<file path="config.mk">
export PLATFORM = sky130hd
export DESIGN_NAME = ofc_front
export DESIGN_NICKNAME = d
export VERILOG_FILES = /design/src/ofc_pkg.sv /design/src/ofc_front.sv
export SDC_FILE = /design/constraint.sdc
export NUM_CORES = 2
export LEC_CHECK = 0
export ABC_AREA = 1
export BUFFER_PORTS_ARGS = -buffer_cell sky130_fd_sc_hd__buf_2
export CAP_MARGIN = 20
export CORE_MARGIN = 3
export CORE_UTILIZATION = 60
export DETAILED_ROUTE_END_ITERATION = 10
export GPL_TIMING_DRIVEN = 0
export HOLD_SLACK_MARGIN = 0.1
export PLACE_DENSITY = 0.73
export SYNTH_ARGS = -nofsm -noshare
export SYNTH_HDL_FRONTEND = slang
export SYNTH_SLANG_ARGS = --single-unit
</file>
<file path="constraint.sdc">
create_clock -name clk_i -period 18.25 [get_ports clk_i]
set_input_delay 1.825 -clock clk_i [delete_from_list [all_inputs] [get_ports clk_i]]
set_output_delay 1.825 -clock clk_i [all_outputs]
set_load 0.1 [all_outputs]
</file>
<file path="src/ofc_pkg.sv">
package ofc_pkg;

  // Sizes
  localparam int unsigned NUM_AXES  = 10;
  localparam int unsigned NUM_FACES = 20;
  localparam int unsigned SAMPLE_W  = 16;
  localparam int unsigned FACE_W    = 5;
  localparam int unsigned THR_W     = 16;
  localparam int unsigned THR2_W    = 2 * THR_W;
  localparam int unsigned SQ_W      = 2 * SAMPLE_W - 1;   // one square of a sample component
  localparam int unsigned SLEN_W    = 32;                 // sum of three squares
  localparam int unsigned PROD_W    = SLEN_W + THR2_W;    // thr^2 * |s|^2
  localparam int unsigned HALF_W    = PROD_W / 2;
  localparam int unsigned RLEN_W    = 29;                 // |r|^2 of every reference axis
  localparam int unsigned PART_W    = HALF_W + RLEN_W;    // one partial product
  localparam int unsigned RHS_W     = PROD_W + RLEN_W;    // thr^2 * |s|^2 * |r|^2
  localparam int unsigned DOT_W     = 32;                 // |dot| stays below 2^31
  localparam int unsigned MAG_W     = DOT_W - 1;
  localparam int unsigned D2_W      = 2 * MAG_W;
  localparam int unsigned LHS_W     = D2_W + 32;          // dot^2 * 2^32

  // APB register map
  localparam int unsigned APB_AW    = 3;
  localparam int unsigned APB_DW    = 32;
  localparam logic [0:0]  REG_COS_THRESHOLD = 1'b0;
  localparam logic [THR_W-1:0] THR_RESET = 16'd63898;

  localparam logic [FACE_W-1:0] FACE_NONE = '0;

  typedef struct packed {
    logic signed [SAMPLE_W-1:0] x;
    logic signed [SAMPLE_W-1:0] y;
    logic signed [SAMPLE_W-1:0] z;
  } ofc_axis_t;

  // Beat handed from cell to cell
  typedef struct packed {
    logic                       valid;
    logic signed [SAMPLE_W-1:0] x;
    logic signed [SAMPLE_W-1:0] y;
    logic signed [SAMPLE_W-1:0] z;
    logic [PROD_W-1:0]          p;      // thr^2 * |s|^2
    logic                       done;   // face already decided
    logic [FACE_W-1:0]          face;
  } ofc_beat_t;

  // Reference axes in match order
  localparam ofc_axis_t AXIS_TABLE [NUM_AXES] = '{
    '{ 16'sd112,   -16'sd5392,  16'sd14652},
    '{ 16'sd9696,   16'sd8276, -16'sd9236 },
    '{-16'sd5960,  -16'sd14796, -16'sd356 },
    '{-16'sd6512,   16'sd14676,  16'sd408 },
    '{ 16'sd9376,   16'sd9048,   16'sd9792},
    '{-16'sd15384,  16'sd212,   -16'sd5200},
    '{ 16'sd9308,  -16'sd9392,   16'sd8884},
    '{-16'sd464,   -16'sd6476,  -16'sd14828},
    '{-16'sd15200,  16'sd1672,   16'sd5480},
    '{ 16'sd8676,  -16'sd10664, -16'sd9188}
  };

  // Squared length of a reference axis
  function automatic logic [RLEN_W-1:0] axis_len2(int unsigned idx);
    logic signed [31:0] px;
    logic signed [31:0] py;
    logic signed [31:0] pz;
    logic [63:0]        acc;
    px  = AXIS_TABLE[idx].x * AXIS_TABLE[idx].x;
    py  = AXIS_TABLE[idx].y * AXIS_TABLE[idx].y;
    pz  = AXIS_TABLE[idx].z * AXIS_TABLE[idx].z;
    acc = 64'(unsigned'(px)) + 64'(unsigned'(py)) + 64'(unsigned'(pz));
    return acc[RLEN_W-1:0];
  endfunction

  // Face on the positive side of an axis
  function automatic logic [FACE_W-1:0] face_pos(int unsigned idx);
    return FACE_W'(idx + 1);
  endfunction

  // Face on the negative side of an axis
  function automatic logic [FACE_W-1:0] face_neg(int unsigned idx);
    return FACE_W'(NUM_FACES - idx);
  endfunction

endpackage

</file>
<file path="src/ofc_front.sv">
module ofc_front (
  input  logic                                clk_i,
  input  logic                                rst_ni,
  input  logic                                take_i,
  input  logic signed [ofc_pkg::SAMPLE_W-1:0] accel_x_i,
  input  logic signed [ofc_pkg::SAMPLE_W-1:0] accel_y_i,
  input  logic signed [ofc_pkg::SAMPLE_W-1:0] accel_z_i,
  input  logic [ofc_pkg::THR2_W-1:0]          thr2_i,
  output ofc_pkg::ofc_beat_t                  beat_o
);
  import ofc_pkg::*;

  // Stage 1: squares of the components
  logic                       s1_valid_q, s1_valid_d;
  logic signed [SAMPLE_W-1:0] s1_x_q, s1_y_q, s1_z_q;
  logic [SQ_W-1:0]            s1_sx_q, s1_sy_q, s1_sz_q;
  logic [SQ_W-1:0]            s1_sx_d, s1_sy_d, s1_sz_d;
  logic                       s1_zero_q, s1_zero_d;
  logic signed [31:0]         sqx, sqy, sqz;

  // Stage 2: squared sample length
  logic                       s2_valid_q;
  logic signed [SAMPLE_W-1:0] s2_x_q, s2_y_q, s2_z_q;
  logic [SLEN_W-1:0]          s2_slen_q, s2_slen_d;
  logic                       s2_zero_q;

  // Stage 3: scaled by threshold squared
  ofc_beat_t                  s3_q, s3_d;

  assign sqx        = accel_x_i * accel_x_i;
  assign sqy        = accel_y_i * accel_y_i;
  assign sqz        = accel_z_i * accel_z_i;
  assign s1_sx_d    = sqx[SQ_W-1:0];
  assign s1_sy_d    = sqy[SQ_W-1:0];
  assign s1_sz_d    = sqz[SQ_W-1:0];
  assign s1_zero_d  = (accel_x_i == '0) && (accel_y_i == '0) && (accel_z_i == '0);
  assign s1_valid_d = take_i;

  assign s2_slen_d = SLEN_W'(s1_sx_q) + SLEN_W'(s1_sy_q) + SLEN_W'(s1_sz_q);

  always_comb begin
    s3_d       = '0;
    s3_d.valid = s2_valid_q;
    s3_d.x     = s2_x_q;
    s3_d.y     = s2_y_q;
    s3_d.z     = s2_z_q;
    s3_d.p     = PROD_W'(s2_slen_q) * PROD_W'(thr2_i);
    // a zero sample is settled at once as no match
    s3_d.done  = s2_zero_q;
    s3_d.face  = FACE_NONE;
  end

  // Control
  always_ff @(posedge clk_i or negedge rst_ni) begin
    if (!rst_ni) begin
      s1_valid_q <= 1'b0;
      s2_valid_q <= 1'b0;
      s3_q       <= '0;
    end else begin
      s1_valid_q <= s1_valid_d;
      s2_valid_q <= s1_valid_q;
      s3_q       <= s3_d;
    end
  end

  // Payload
  always_ff @(posedge clk_i) begin
    s1_x_q    <= accel_x_i;
    s1_y_q    <= accel_y_i;
    s1_z_q    <= accel_z_i;
    s1_sx_q   <= s1_sx_d;
    s1_sy_q   <= s1_sy_d;
    s1_sz_q   <= s1_sz_d;
    s1_zero_q <= s1_zero_d;
    s2_x_q    <= s1_x_q;
    s2_y_q    <= s1_y_q;
    s2_z_q    <= s1_z_q;
    s2_slen_q <= s2_slen_d;
    s2_zero_q <= s1_zero_q;
  end

  assign beat_o = s3_q;

endmodule

</file>
Word level (Yosys, flattened, before mapping). Cells that the tools add are included.

Bits in registers: 339. Input bits: 83. Output and inout port bits: 119.

Add/sub/neg operators: 2. $mul: 4. Reductions and logical operators: 5.

Operators by type and width (count): 16-bit by 16-bit multiplier with 31-bit output (3); 32-bit by 32-bit multiplier with 64-bit output (1); 16-bit logical NOT (3); 31-bit by 31-bit adder with 32-bit output (1); 32-bit by 31-bit adder with 32-bit output (1); 1-bit logical AND (2).

Depth between registers and ports, before layout.
Word-level depth: 3. Mapped depth: 32. Depth with buffers taken out: 31.

Least setup slack after synthesis. No wires, ideal clock.

Path kind: input to register. Start: input thr2_i[11] (netlist bit). End: register s3_q (netlist bit beat_o[63]). Data arrival time: 7.469 ns. Slack: 10.662 ns. Stages: 26. Path through: clkbuf_1 -> nand2_1 -> fa_1 -> inv_1 -> fa_1 -> inv_1 -> fa_1 -> inv_1 -> fa_1 -> inv_1 -> fa_1 -> fa_1 -> fa_1 -> fa_1 -> inv_1 -> ha_1 -> nand2_1 -> inv_1 -> nand2_1 -> nand2_1 -> a21oi_1 -> nand3_2 -> nand2_2 -> nand3_2 -> nand2_1 -> nand2_1.

RTL lines: from (decl) (line ofc_front.sv:8) `input logic [ofc_pkg::THR2_W-1:0] thr2_i,`; to (signal assigned) (line ofc_front.sv:58) `s3_q <= '0;`; to (signal assigned) (line ofc_front.sv:62) `s3_q <= s3_d;`; to (decl) (line ofc_front.sv:28) `ofc_beat_t s3_q, s3_d;`.

==> flow_summary.json <==
{
  "status": "completed",
  "synthFlopType": "dfxtp_1",
  "port_buffers": 196,
  "cts.path.max_buffers": 3,
  "synth-edff-count": 0,
  "grt_max_degree": 86,
  "hold_buffers": 0,
  "period_share": 0.488,
  "cp.arrival_ns": 9.42,
  "grt_usage": 0.399,
  "gr-total-overflow": 0,
  "end_kind": "register",
  "die_h_um": 356,
  "yosys_warnings": 0,
  "tritoncts": "built",
  "syn_area_um2": 73600,
  "fmax_mhz": 112,
  "cts_num_sinks": 333,
  "start_util": 0.609,
  "vias": 58800,
  "synth_area_leader_cell": "fa_1",
  "drive_above_1_share": 0.0419,
  "met3_usage": 0.0721,
  "firstDrtPassIters": 6,
  "cap_viol_max_count": 0,
  "wl_per_cell_um": 22.2,
  "critPathKind": "primary input to register",
  "post-route-drc-count": 0,
  "drt-initial-drc-count": 5042,
  "antenna_found_initial": 11,
  "final-max-slew-violation-count": 0,
  "ios": 202,
  "totalNegativeSetupSlack_ns": 0,
  "htree_num_levels": 2,
  "clk_latency_ns": 0.65,
  "worstPathRequired_ns": 18.77,
  "async_flop_share": 0.348,
  "fill_cells": 10800,
  "worstPathMaxFanout": 10,
  "slew_headroom": 0.144,
  "gp_congestion": 1.08,
  "finalHoldViolations": 0,
  "viasPerCell": 5.34,
  "ys_ff_latch": 333,
  "fin_skew_ns": 0.0680,
  "fin_nets": 11600,
  "busiest_layer": "met2",
  "netlist.area_leader.share": 0.442,
  "synth_area_leaders": "fa_1 (44%), inv_1 (15%), nand2_1 (12%), ha_1 (9.2%), dfxtp_1 (5.9%)",
  "syn_to_final_growth_pct": 6.48,
  "hold_path.class": "register to register",
  "rsz0062_at_grt": "no",
  "start_kind": "primary input",
  "met1_usage": 0.475,
  "post-route-min-period_ns": 8.90,
  "die_x_um": 356,
  "cts_resized": 0,
  "cts-root-buf": "clkbuf_16",
  "fp.coreArea_um2": 121000,
  "grt_first_pass_wirelength_um": 371000,
  "dp_hpwl_um": 207000,
  "wl_um": 244000,
  "avgSynthCellArea_um2": 8.08,
  "grt_pass1_vias": 62400,
  "synthCells": 9110,
  "numCtsBuffers": 40,
  "worst_pin_slew_ns": 1.28,
  "ys_seq_area_frac": 0.0985,
  "die_area_um2": 127000,
  "cts_setup_buffers": 0,
  "path_clk_slew_ns": 0.06,
  "final-setup-viol-count": 0,
  "ys_types": 38,
  "met2_usage": 0.644,
  "ant_nets": 0,
  "rows": 127
}
==> synth_stat cells, types with 4 or more instances <==
cell type and count:
inv_1 2901, fa_1 1626, nand3_2 8, a21oi_1 184, clkbuf_1 287, xor2_1 122, nand3b_1 6, nor2_2 33
nand2_1 2308, or2_2 19, nor2_1 209, nand2_2 26, a21boi_0 5, buf_4 5, nand4_1 58, nand3_1 160
buf_1 4, a21o_1 17, nor3_1 45, dfrtp_1 116, o21bai_1 22, inv_2 10, ha_1 541, o21a_1 6
and3_1 9, o21ai_0 81, xnor2_1 42, dfxtp_1 217, nor4_1 23, nor2_4 4, a31oi_1 4
==> layer usage <==
layer / up-vias / share of wire
met4: 2 / 0.10
li1: 26100 / -
met3: 860 / 0.088
met5: - / 0.000074
met2: 2820 / 0.46
met1: 29100 / 0.35
==> per-stage QoR <==
step           instance area (um2)  utilization  std cells  hold slack, ns  setup slack, ns
2_1_floorplan                73600            -       9117           0.310            10.66
3_3_place_gp                 76600        0.634      10900           0.310             8.83
3_5_place_dp                 76800        0.636      10900           0.312             8.88
4_1_cts                      78200        0.647      11000           0.316             9.52
5_1_grt                      78300        0.649      11000           0.318             9.15
6_report                     78300        0.649      11000           0.315             9.35
==> area by class of cell <==
cell class	count	area (um2)	area share
flip-flops and latches	333	7250	0.0925
clock buffers	53	1160	0.0149
plain buffers	296	1130	0.0144
multi-input cells	5577	54300	0.693
well taps	1612	2020	0.0257
repair buffers	216	1320	0.0168
inverters	2911	10900	0.139
diodes	5	12.5	0.000160
clock inverters	21	228	0.00291
==> cells in the final DEF, fill, tap and decap left out, types with 4 or more instances in the layout <==
cell type  instances
nand4_1           58
o21ai_0           81
buf_2            195
ha_1             541
nand3b_1           6
nor2_2            33
nor4_1            23
fa_1            1626
a21oi_1          184
inv_6              8
or2_2             19
dfrtp_1          116
nand3_2            8
buf_8             15
nand2_2           26
xnor2_1           42
o21bai_1          22
a31oi_1            4
diode_2            5
clkbuf_1         292
conb_1             8
inv_1           2901
a21o_1            17
nor2_1           209
nor3_1            45
buf_1              4
clkinv_2           4
nand2_1         2308
inv_2             10
o21a_1             6
buf_4              5
clkbuf_8           5
dfxtp_1          217
clkbuf_16         43
nand3_1          160
a21boi_0           5
xor2_1           122
nor2_4             4
and3_1             9
==> state kept, by name, summed over array words and instances (netlist names), 15 cells and up <==
register,flops
s2_y_q,16
s1_x_q,15
s1_sx_q,30
s1_sz_q,30
s2_z_q,16
s1_y_q,15
s1_z_q,15
s2_slen_q,32
beat_o,114
s1_sy_q,30
s2_x_q,16
==> critical path: stages <==
cell and delay [ns]:
buf_2 0.20, clkbuf_1 0.83, nand2_1 0.18, fa_1 0.60, inv_1 0.08, fa_1 0.57
inv_1 0.07, fa_1 0.53, inv_1 0.05, fa_1 0.42, fa_1 0.49, inv_1 0.05
fa_1 0.56, fa_1 0.58, fa_1 0.63, inv_1 0.06, ha_1 0.39, nand2_1 0.14
nor2_2 0.18, nand2_1 0.21, nor2_1 0.20, nand2_1 0.07, nand2_1 0.21, nand2_1 0.12
nand3_1 0.10, nand2_1 0.05
==> path summary, 6_finish.rpt <==
path | start | to | slack, ns | cells past startpoint
max | thr2_i[9] | beat_o[66] | 9.35 | 26
min | s1_y_q[7] | s2_y_q[7] | 0.32 | 0
max reg2reg | s2_slen_q[7] | beat_o[66] | 9.91 | 25
min reg2reg | s1_y_q[7] | s2_y_q[7] | 0.32 | 0
max in group asynchronous | rst_ni | beat_o[15] | 16.34 | 2
min in group asynchronous | rst_ni | beat_o[83] | 1.09 | 1
==> logic make-up after synthesis <==
group	share of synthesized area
flip-flops	0.0985
AND/OR/NAND/NOR	0.160
XOR/XNOR	0.0195
AO/OA/AOI/OAI	0.0241
other	0.0000510
buffers and inverters	0.164
adder cells (fa/ha/maj)	0.534
Power is not shown: default switching activity piles up to over one toggle a cycle in this logic, so the estimate is an artifact.
